==> src/pfe_pkg.sv <==
// Package with the shared types and constants of the protobuf field extractor.
`default_nettype none
package pfe_pkg;

    localparam int unsigned FieldNumWidth = 29;
    localparam int unsigned VarintWidth   = 64;
    localparam int unsigned ShiftWidth    = 7;
    localparam int unsigned CfgIndexWidth = 2;

    localparam logic [ShiftWidth-1:0] VarintStep = 7'd7;

    localparam logic [FieldNumWidth-1:0] SourceReset    = 29'd2;
    localparam logic [FieldNumWidth-1:0] NamespaceReset = 29'd4;
    localparam logic [FieldNumWidth-1:0] PayloadReset   = 29'd6;

    typedef enum logic [CfgIndexWidth-1:0] {
        CFG_SOURCE    = 2'd0,
        CFG_NAMESPACE = 2'd1,
        CFG_PAYLOAD   = 2'd2
    } cfg_index_t;

    typedef enum logic [2:0] {
        WT_VARINT = 3'd0,
        WT_LENGTH = 3'd2
    } wire_type_t;

    typedef enum logic [1:0] {
        CLASS_STRUCT  = 2'd0,
        CLASS_CONTENT = 2'd1,
        CLASS_SKIPPED = 2'd2,
        CLASS_STOPPED = 2'd3
    } byte_class_t;

    typedef enum logic [1:0] {
        FIELD_NONE      = 2'd0,
        FIELD_SOURCE    = 2'd1,
        FIELD_NAMESPACE = 2'd2,
        FIELD_PAYLOAD   = 2'd3
    } field_id_t;

    typedef enum logic [5:0] {
        PH_TAG     = 6'b000001,
        PH_VSKIP   = 6'b000010,
        PH_LEN     = 6'b000100,
        PH_CFIRST  = 6'b001000,
        PH_CONTENT = 6'b010000,
        PH_STOP    = 6'b100000
    } phase_t;

    typedef struct packed {
        logic [7:0]  out_byte;
        byte_class_t byte_class;
        field_id_t   field_id;
        logic        value_start;
        logic        value_end;
        logic        stopped;
        logic        message_end;
    } result_t;

endpackage
`default_nettype wire

==> src/pfe_cfg.sv <==
// Field number registers and the tag matcher with source-first priority.
`default_nettype none
module pfe_cfg (
    input  wire logic                                  clk,
    input  wire logic                                  rst_n,
    input  wire logic                                  cfg_we,
    input  wire logic [pfe_pkg::CfgIndexWidth-1:0]     cfg_index,
    input  wire logic [pfe_pkg::FieldNumWidth-1:0]     cfg_data,
    input  wire logic [pfe_pkg::VarintWidth-1:0]       tag_value,
    output pfe_pkg::field_id_t                         match_id
);
    import pfe_pkg::*;

    logic [FieldNumWidth-1:0] source_reg;
    logic [FieldNumWidth-1:0] namespace_reg;
    logic [FieldNumWidth-1:0] payload_reg;
    logic                     upper_zero;
    logic [FieldNumWidth-1:0] field_num;

    always_ff @(posedge clk or negedge rst_n)
    begin
        if (!rst_n)
        begin
            source_reg    <= SourceReset;
            namespace_reg <= NamespaceReset;
            payload_reg   <= PayloadReset;
        end
        else if (cfg_we)
        begin
            case (cfg_index)
                CFG_SOURCE:    source_reg    <= cfg_data;
                CFG_NAMESPACE: namespace_reg <= cfg_data;
                CFG_PAYLOAD:   payload_reg   <= cfg_data;
                default:       ;
            endcase
        end
    end

    // A field number wider than the registers never matches.
    assign upper_zero = (tag_value[VarintWidth-1:FieldNumWidth+3] == '0);
    assign field_num  = tag_value[FieldNumWidth+2:3];

    always_comb
    begin
        match_id = FIELD_NONE;
        if (upper_zero)
        begin
            if (field_num == source_reg)
                match_id = FIELD_SOURCE;
            else if (field_num == namespace_reg)
                match_id = FIELD_NAMESPACE;
            else if (field_num == payload_reg)
                match_id = FIELD_PAYLOAD;
        end
    end

endmodule
`default_nettype wire

==> src/pfe_parser.sv <==
// Wire format state machine: varint decoding, length tracking and byte marking.
`default_nettype none
module pfe_parser (
    input  wire logic                            clk,
    input  wire logic                            rst_n,
    input  wire logic                            advance,
    input  wire logic [7:0]                      data_byte,
    input  wire logic                            last_byte,
    input  wire pfe_pkg::field_id_t              match_id,
    output logic [pfe_pkg::VarintWidth-1:0]      tag_value,
    output pfe_pkg::result_t                     result
);
    import pfe_pkg::*;

    phase_t                  phase_reg, phase_next;
    logic [VarintWidth-1:0]  acc_reg, acc_next;
    logic [ShiftWidth-1:0]   shift_reg, shift_next;
    logic [VarintWidth-1:0]  remain_reg, remain_next;
    field_id_t               field_reg, field_next;

    logic [VarintWidth-1:0]  absorbed;
    logic [ShiftWidth-1:0]   shift_inc;
    logic                    more;

    // Once the shift reaches 64 or more the incoming bits are dropped and it stops growing.
    always_comb
    begin
        absorbed = acc_reg;
        if (!shift_reg[ShiftWidth-1])
            absorbed = acc_reg | ({{(VarintWidth-7){1'b0}}, data_byte[6:0]}
                                  << shift_reg[ShiftWidth-2:0]);
        shift_inc = shift_reg[ShiftWidth-1] ? shift_reg : shift_reg + VarintStep;
    end

    assign more      = data_byte[7];
    assign tag_value = absorbed;

    always_comb
    begin
        phase_next  = phase_reg;
        acc_next    = acc_reg;
        shift_next  = shift_reg;
        remain_next = remain_reg;
        field_next  = field_reg;

        result.out_byte    = data_byte;
        result.byte_class  = CLASS_STRUCT;
        result.field_id    = FIELD_NONE;
        result.value_start = 1'b0;
        result.value_end   = 1'b0;
        result.stopped     = 1'b0;
        result.message_end = last_byte;

        case (phase_reg)
            PH_TAG:
            begin
                if (more && !last_byte)
                begin
                    acc_next   = absorbed;
                    shift_next = shift_inc;
                end
                else
                begin
                    acc_next   = '0;
                    shift_next = '0;
                    if (absorbed[2:0] == WT_VARINT)
                        phase_next = PH_VSKIP;
                    else if (absorbed[2:0] == WT_LENGTH)
                    begin
                        field_next = match_id;
                        phase_next = PH_LEN;
                        if (last_byte && match_id != FIELD_NONE)
                        begin
                            result.field_id    = match_id;
                            result.value_start = 1'b1;
                            result.value_end   = 1'b1;
                        end
                    end
                    else
                    begin
                        phase_next     = PH_STOP;
                        result.stopped = 1'b1;
                    end
                end
            end
            PH_VSKIP:
            begin
                result.byte_class = CLASS_SKIPPED;
                if (!more)
                    phase_next = PH_TAG;
            end
            PH_LEN:
            begin
                if (more && !last_byte)
                begin
                    acc_next   = absorbed;
                    shift_next = shift_inc;
                end
                else
                begin
                    acc_next   = '0;
                    shift_next = '0;
                    if (last_byte || absorbed == '0)
                    begin
                        // Empty value: start and end on the final length byte.
                        if (field_reg != FIELD_NONE)
                        begin
                            result.field_id    = field_reg;
                            result.value_start = 1'b1;
                            result.value_end   = 1'b1;
                        end
                        phase_next = PH_TAG;
                    end
                    else
                    begin
                        remain_next = absorbed;
                        phase_next  = PH_CFIRST;
                    end
                end
            end
            PH_CFIRST, PH_CONTENT:
            begin
                result.byte_class  = (field_reg != FIELD_NONE) ? CLASS_CONTENT
                                                                : CLASS_SKIPPED;
                result.field_id    = field_reg;
                result.value_start = (phase_reg == PH_CFIRST) && (field_reg != FIELD_NONE);
                remain_next        = remain_reg - {{(VarintWidth-1){1'b0}}, 1'b1};
                if (remain_reg == {{(VarintWidth-1){1'b0}}, 1'b1} || last_byte)
                begin
                    result.value_end = (field_reg != FIELD_NONE);
                    phase_next       = PH_TAG;
                end
                else
                    phase_next = PH_CONTENT;
            end
            PH_STOP:
            begin
                result.byte_class = CLASS_STOPPED;
                result.stopped    = 1'b1;
            end
            default:
            begin
                phase_next = PH_TAG;
            end
        endcase

        // The message end returns all parse state to its reset value.
        if (last_byte)
        begin
            phase_next  = PH_TAG;
            acc_next    = '0;
            shift_next  = '0;
            remain_next = '0;
            field_next  = FIELD_NONE;
        end
    end

    always_ff @(posedge clk or negedge rst_n)
    begin
        if (!rst_n)
        begin
            phase_reg  <= PH_TAG;
            acc_reg    <= '0;
            shift_reg  <= '0;
            remain_reg <= '0;
            field_reg  <= FIELD_NONE;
        end
        else if (advance)
        begin
            phase_reg  <= phase_next;
            acc_reg    <= acc_next;
            shift_reg  <= shift_next;
            remain_reg <= remain_next;
            field_reg  <= field_next;
        end
    end

endmodule
`default_nettype wire

==> src/protobuf_field_extractor.sv <==
// Top level of the protobuf field extractor: stream handshakes and pipeline registers.
// Path: an accepted item waits in the input register and moves into the result register
// once that register is empty or being drained, and its result is then offered.
// Throughput: one item per cycle; a single stage of logic sits between the input
// register and the result register, and a stalled output holds the input back.
// Reset: rst_n clears the valids and the parse state and loads field numbers 2, 4 and 6.
`default_nettype none
module protobuf_field_extractor (
    input  wire logic                                 clk,
    input  wire logic                                 rst_n,

    // Input stream. tdata: data_byte[7:0]. tlast: last_byte.
    input  wire logic                                 s_axis_tvalid,
    output logic                                      s_axis_tready,
    input  wire logic [7:0]                           s_axis_tdata,
    input  wire logic                                 s_axis_tlast,

    // Result stream. tdata: out_byte[7:0]. tlast: message_end.
    output logic                                      m_axis_tvalid,
    input  wire logic                                 m_axis_tready,
    output logic [7:0]                                m_axis_tdata,
    // tuser: byte_class[1:0], field_id[3:2], value_start[4], value_end[5], stopped[6].
    output logic [6:0]                                m_axis_tuser,
    output logic                                      m_axis_tlast,

    // Configuration writes: source, namespace and payload field numbers.
    input  wire logic                                 cfg_we,
    input  wire logic [pfe_pkg::CfgIndexWidth-1:0]    cfg_index,
    input  wire logic [pfe_pkg::FieldNumWidth-1:0]    cfg_data
);
    import pfe_pkg::*;

    logic                    in_valid_reg;
    logic [7:0]              in_byte_reg;
    logic                    in_last_reg;
    logic                    out_valid_reg;
    result_t                 out_reg;
    logic                    advance;
    logic [VarintWidth-1:0]  tag_value;
    field_id_t               match_id;
    result_t                 result;

    // The input register moves forward whenever the result register is empty or
    // being drained, so the block keeps taking an item each cycle while the
    // downstream side keeps up.
    assign advance       = in_valid_reg && (!out_valid_reg || m_axis_tready);
    assign s_axis_tready = !in_valid_reg || advance;

    always_ff @(posedge clk or negedge rst_n)
    begin
        if (!rst_n)
            in_valid_reg <= 1'b0;
        else if (s_axis_tready)
            in_valid_reg <= s_axis_tvalid;
    end

    always_ff @(posedge clk)
    begin
        if (s_axis_tready && s_axis_tvalid)
        begin
            in_byte_reg <= s_axis_tdata;
            in_last_reg <= s_axis_tlast;
        end
    end

    pfe_cfg u_cfg (
        .clk       (clk),
        .rst_n     (rst_n),
        .cfg_we    (cfg_we),
        .cfg_index (cfg_index),
        .cfg_data  (cfg_data),
        .tag_value (tag_value),
        .match_id  (match_id)
    );

    pfe_parser u_parser (
        .clk       (clk),
        .rst_n     (rst_n),
        .advance   (advance),
        .data_byte (in_byte_reg),
        .last_byte (in_last_reg),
        .match_id  (match_id),
        .tag_value (tag_value),
        .result    (result)
    );

    // The result register holds an item until the downstream side takes it.
    always_ff @(posedge clk or negedge rst_n)
    begin
        if (!rst_n)
            out_valid_reg <= 1'b0;
        else if (advance)
            out_valid_reg <= 1'b1;
        else if (m_axis_tready)
            out_valid_reg <= 1'b0;
    end

    always_ff @(posedge clk)
    begin
        if (advance)
            out_reg <= result;
    end

    assign m_axis_tvalid = out_valid_reg;
    assign m_axis_tdata  = out_reg.out_byte;
    assign m_axis_tuser  = {out_reg.stopped, out_reg.value_end, out_reg.value_start,
                            out_reg.field_id, out_reg.byte_class};
    assign m_axis_tlast  = out_reg.message_end;

endmodule
`default_nettype wire

==> config.mk <==
export PLATFORM = sky130hd
export DESIGN_NAME = protobuf_field_extractor
export DESIGN_NICKNAME = d
export VERILOG_FILES = /design/src/pfe_pkg.sv /design/src/pfe_cfg.sv /design/src/pfe_parser.sv /design/src/protobuf_field_extractor.sv
export SDC_FILE = /design/constraint.sdc
export NUM_CORES = 1
export LEC_CHECK = 0
export BUFFER_PORTS_ARGS = -buffer_cell sky130_fd_sc_hd__buf_2
export CORE_MARGIN = 4
export CORE_UTILIZATION = 30
export CTS_CLUSTER_DIAMETER = 40
export DETAILED_ROUTE_END_ITERATION = 16
export GPL_TIMING_DRIVEN = 0
export PLACE_DENSITY_LB_ADDON = 0.08
export SKIP_LAST_GASP = 1
export SLEW_MARGIN = 20
export SYNTH_ARGS = -nofsm -noshare
export SYNTH_HDL_FRONTEND = slang
export SYNTH_HIERARCHICAL = 1
export SYNTH_SLANG_ARGS = --single-unit
==> constraint.sdc <==
create_clock -name clk -period 4.6 [get_ports clk]
set_clock_uncertainty 0.2 [all_clocks]
set_input_delay 0.46 -clock clk [delete_from_list [all_inputs] [get_ports clk]]
set_output_delay 0.46 -clock clk [all_outputs]
set_load 0.01 [all_outputs]
==> results of run 1 <==
how the worst max path moves through the flow:
| stage | startpoint | to | slack (ns) | depth (start not counted) |
|---|---|---|---|---|
| 2_1_floorplan | u_parser/shift_reg[0]$_DFFE_PN0P_ | m_axis_tuser[4]$_DFFE_PP_ | 0.97 | 17 |
| 3_3_place_gp | rst_n | u_cfg/payload_reg[10]$_DFFE_PN0P_ | -1.95 | 1 |
| 3_5_place_dp | u_parser/shift_reg[0]$_DFFE_PN0P_ | m_axis_tuser[4]$_DFFE_PP_ | -0.59 | 17 |
| 4_1_cts | in_byte_reg[6]$_DFFE_PP_ | m_axis_tuser[4]$_DFFE_PP_ | -0.001 | 15 |
| 5_1_grt | u_parser/shift_reg[1]$_DFFE_PN0P_ | m_axis_tuser[5]$_DFFE_PP_ | -0.009 | 18 |
| 6_report | u_parser/shift_reg[6]$_DFFE_PN0P_ | u_parser/remain_reg[45]$_DFFE_PN0P_ | 0.12 | 12 |
power by group:
group | switching (W) | total, W | internal [W]
registers | 0.000160 | 0.00270 | 0.00254
logic | 0.00246 | 0.00364 | 0.00118
clock network | 0.00146 | 0.00430 | 0.00285
total | 0.00408 | 0.0106 | 0.00657
metal layers:
layer / GRT usage / up-vias / wire, um
li1: - / 5903 / -
met1: 0.3000 / 6460 / 25330
met2: 0.3677 / 450 / 27070
met3: 0.02850 / 107 / 2822
met4: 0.08003 / 0 / 1892
met5: 0 / - / 0
area by class of cell:
class,count,area share
multi-input cells,1077,0.3999
flip-flops and latches,257,0.3552
clock buffers,67,0.08255
repair buffers,121,0.04957
well taps,615,0.04165
clock inverters,40,0.02743
plain buffers,91,0.02458
inverters,93,0.01910
per-stage QoR:
stage | util | power (W) | instance area (um2)
floorplan | - | 0.004835 | 14430
global placement | 0.3256 | 0.006109 | 15510
detailed placement | 0.3277 | 0.006119 | 15610
CTS | 0.3821 | 0.01061 | 18210
global route | 0.3878 | 0.01115 | 18480
finish | 0.3878 | 0.01064 | 18480
repair_timing:
item | 4_1_cts | 5_1_grt
setup buffers | 0 | 12
pin swaps | 0 | 7
hold buffers | 42 | 0
hold endpoints to repair | 160 | 0
gates resized for setup | 28 | 49
endpoints found under the setup margin | 41 | 25
cell usage in the layout, fill, tap and decap left out, types with 9 or more instances in the layout:
cell           count
dfrtp_1          227
a21oi_1          145
nand2_1          110
nor2_1           108
mux2_1            88
inv_1             85
buf_2             79
o21ai_0           62
clkbuf_16         58
clkbuf_1          56
xnor2_1           53
nor3_1            49
dlygate4sd3_1     42
nor4_1            40
xor2_1            40
o22ai_1           31
a31oi_1           31
edfxtp_1          25
nand4_1           24
buf_4             24
o21ai_1           20
nand3_1           17
nand2b_1          12
and2_1            11
o22ai_2           11
nor2b_1           10
inv_6              9
a21oi_2            9
or3_1              9
a22oi_1            9
a21boi_0           9
==> results_dict.tcl, run 1 <==
set metrics [dict create \
    maxCapViolations 0 \
    vias 12920 \
    drtIter0Drc 1011 \
    avgViaCountPerCell 5.472 \
    cpPeakStageDelay_ns 0.64 \
    antenna_cells 0 \
    r2r-start "u_parser/shift_reg[6]$_DFFE_PN0P_" \
    max-vdd-ir-drop_mv 0.2776 \
    grt_max_degree 91 \
    cts.path.max_buffers 3 \
    clockRootBuffer "clkbuf_16" \
    cts_tree "built" \
    avgSynthCellArea_um2 9.496 \
    reg2reg_slack_ns 0.12 \
    core_um2 47650 \
    cp_cell_sequence "clkbuf_1, nor4_4, buf_4, and2_1, a31o_2, nor4b_1, and4_1, nand4_1, o31ai_4, o21ai_2, clkbuf_2, o2bb2ai_1" \
    multiInputGateArea_um2 7388 \
    fin_crit_sh 0.9733 \
    rr_worst_depth 12 \
    syn-num-nets 1568 \
    area_growth_pct 28.00 \
    worst_ep_required_time_ns 4.87 \
    seqCellArea_um2 6563 \
    cp_max_fo 10 \
    setup_violations 0 \
    slew_viol_final 0 \
    hold_viol 0 \
    hold_ws_ns 0.1682 \
    setup-tns-final_ns 0 \
    status "finished, final reports clean" \
    period_needed_ns 4.477 \
    rows 80 \
    cts.sinks 257 \
    slew_headroom 0.2374 \
    cp_slowest_cell "nor4b_1" \
    dp_slack_ns -0.5915 \
    h-tree-depth 2 \
    dp.cells 2202 \
    fmax_ghz 0.2234 \
    path_delay_family "simple AND/OR/NAND/NOR gates" \
    grt_use_total 0.2220 \
    post_drt_wl_per_cell_um 24.19 \
    power_density_nw_per_um2 576.0 \
    leakage_nw 7.940 \
    arrival_ns 4.74 \
    dr.pass1.iters 5 \
    clk_pin_slew_ns 0.05 \
    die-width_um 227.3 \
    routed_wirelength_um 57110 \
    portBuffers 62 \
    io_pins 63 \
    rsz0062_at_grt "true" \
    crit_path_end_kind "register" \
    worst_slack_ns 0.1230 \
    path_class "register to register" \
    grt_pass1_wl_um 86360 \
    fin_cells 2361 \
    die_area_um2 51690 \
    gp_congestion 0.8792 \
    ant_nets 0 \
    finalNetCount 1746 \
    cp-start-kind "register" \
    cts_buffers 57 \
    place_hpwl_um 41110 \
    antenna_found_initial 0 \
    fp.dieH_um 227.3 \
    tightestPinTransition_ns 1.141 \
    grt-ovfl-total 0 \
    r2r_end "u_parser/remain_reg[45]$_DFFE_PN0P_" \
    synth_area_um2 14430 \
    hp-class "input port to asynchronous set/reset pin" \
    start_util 0.3029 \
    critPathBufInv 3 \
    fillerInstances 4876 \
    drive_gt1_frac 0.1867 \
    ys_warn_count 6 \
    drc 0 \
    grt_pass1_vias 13107 \
    clkLatencyLatePin_ns 0.60 \
    syn_inst 1520 \
]
(Power assumes the default switching activity.)
==> run 2, diff against run 1 <==
--- a/config.mk
+++ b/config.mk
@@ -10,7 +10,6 @@
 export CORE_UTILIZATION = 30
 export CTS_CLUSTER_DIAMETER = 40
 export DETAILED_ROUTE_END_ITERATION = 16
-export GPL_TIMING_DRIVEN = 0
 export PLACE_DENSITY_LB_ADDON = 0.08
 export SKIP_LAST_GASP = 1
 export SLEW_MARGIN = 20
==> results_dict.tcl, run 2 (synthesis results as in run 1) <==
set metrics [dict create \
    cp_cell_sequence "buf_4, buf_4, nand3b_1, o22ai_2, a221oi_2, inv_2, a2111oi_0, buf_4, and4_1, nand4_1, o31ai_4, nor2_4, buf_4, o32ai_2" \
    dr.pass1.iters 5 \
    gp_congestion 0.8956 \
    hp-class "input port to asynchronous set/reset pin" \
    setup-tns-final_ns 0 \
    place_hpwl_um 40980 \
    cp_slowest_cell "dfrtp_2" \
    io_pins 63 \
    maxCapViolations 0 \
    slew_headroom 0.2587 \
    vias 12893 \
    power_density_nw_per_um2 559.8 \
    drive_gt1_frac 0.1895 \
    multiInputGateArea_um2 7121 \
    critPathBufInv 5 \
    leakage_nw 8.036 \
    core_um2 47650 \
    cpMostUsedCell "buf_4" \
    cts_tree "built" \
    post_drt_wl_per_cell_um 23.76 \
    fillerInstances 4799 \
    rows 80 \
    cts.path.max_buffers 3 \
    avgViaCountPerCell 5.459 \
    layout_commonest_cell "dfrtp_1" \
    area_growth_pct 26.79 \
    antenna_found_initial 1 \
    rsz0062_at_grt "false" \
    setup_violations 0 \
    arrival_ns 4.65 \
    h-tree-depth 2 \
    fmax_ghz 0.2286 \
    crit_path_end_kind "register" \
    p_total_w 0.01025 \
    clk_pin_slew_ns 0.05 \
    cp-start-kind "register" \
    tightestPinTransition_ns 1.104 \
    die-width_um 227.3 \
    grt_use_total 0.2182 \
    ant_nets 0 \
    slew_viol_final 0 \
    seqCellArea_um2 6565 \
    clockRootBuffer "clkbuf_16" \
    drtIter0Drc 1124 \
    cpPeakStageDelay_ns 0.56 \
    status "finished, final reports clean" \
    worst_ep_required_time_ns 4.88 \
    routed_wirelength_um 56130 \
    drc 0 \
    cp_max_fo 12 \
    hold_viol 0 \
    grt_pass1_wl_um 85150 \
    path_delay_family "compound AO/OA/AOI/OAI gates" \
    antenna_cells 0 \
    cts_buffers 55 \
    path_class "register to register" \
    cts.sinks 257 \
    die_area_um2 51690 \
    grt-ovfl-total 0 \
    fin_crit_sh 0.9508 \
    start_util 0.3029 \
    grt_pass1_vias 12992 \
    finalNetCount 1748 \
    max-vdd-ir-drop_mv 0.2609 \
    final_cell_mix "225 x dfrtp_1, 158 x a21oi_1, 111 x nor2_1" \
    period_needed_ns 4.374 \
    clkLatencyLatePin_ns 0.60 \
    portBuffers 62 \
    fp.dieH_um 227.3 \
    grt_max_degree 86 \
]
[run 2: cell count changes in the layout (fill, tap and decap cells not counted), sizes merged]
cell	delta
clkinv	+1
clkbuf	-57
clkinvlp	-4
buf	+60
inv	+5
bufinv	-4
[run 2: area by class of cell]
class / count / area share
Sequential cell: 257 / 0.3587
Timing Repair Buffer: 216 / 0.09052
Inverter: 93 / 0.01908
Multi-Input combinational cell: 1077 / 0.3891
Clock buffer: 66 / 0.07917
Clock inverter: 38 / 0.02133
Tap cell: 615 / 0.04205
[run 2: power breakdown]
| group | internal [W] | switching (W) |
|---|---|---|
| logic | 0.00125 | 0.00225 |
| clock network | 0.00251 | 0.00143 |
| registers | 0.00254 | 0.000275 |
| total | 0.00630 | 0.00395 |
[run 2: final timing paths]
kind / to / cells after the start / from / slack, ns
hold reg to reg: u_cfg/source_reg[5]$_DFFE_PN0P_ / 1 / u_cfg/source_reg[5]$_DFFE_PN0P_ / 0.31
setup / recovery: u_parser/remain_reg[15]$_DFFE_PN0P_ / 14 / u_parser/shift_reg[1]$_DFFE_PN0P_ / 0.23
hold / removal: m_axis_tvalid$_DFFE_PN0P_ / 2 / rst_n / 0.18
min in group clk: u_cfg/source_reg[5]$_DFFE_PN0P_ / 1 / u_cfg/source_reg[5]$_DFFE_PN0P_ / 0.31
setup reg to reg: u_parser/remain_reg[15]$_DFFE_PN0P_ / 14 / u_parser/shift_reg[1]$_DFFE_PN0P_ / 0.23
max in group asynchronous: u_parser/remain_reg[31]$_DFFE_PN0P_ / 3 / rst_n / 3.01
[run 2: timing repair]
| item | CTS | global route |
|---|---|---|
| endpoints found under the setup margin | 0 | 18 |
| setup buffers | 0 | 1 |
| endpoints found under the hold margin | 160 | 0 |
| hold buffers | 42 | 0 |
| resized for setup | 0 | 3 |
[run 2: per-stage QoR]
stage,hold slack (ns),util,cell area (um2),worst slack [ns],instances
3_5_place_dp,0.2480,0.3363,16030,0.08851,2215
3_3_place_gp,0.2443,0.3362,16020,0.1180,2215
5_1_grt,0.2371,0.3841,18300,0.02668,2362
4_1_cts,0.2129,0.3838,18290,0.07774,2361
6_report,0.1834,0.3841,18300,0.2263,2362
2_1_floorplan,-0.03559,-,14430,0.9722,1520
[run 2: metal layers]
layer / track usage / wire length (um)
met5: 0 / 0
met3: 0.03224 / 2466
met2: 0.3612 / 26710
met4: 0.07691 / 2093
met1: 0.2931 / 24850
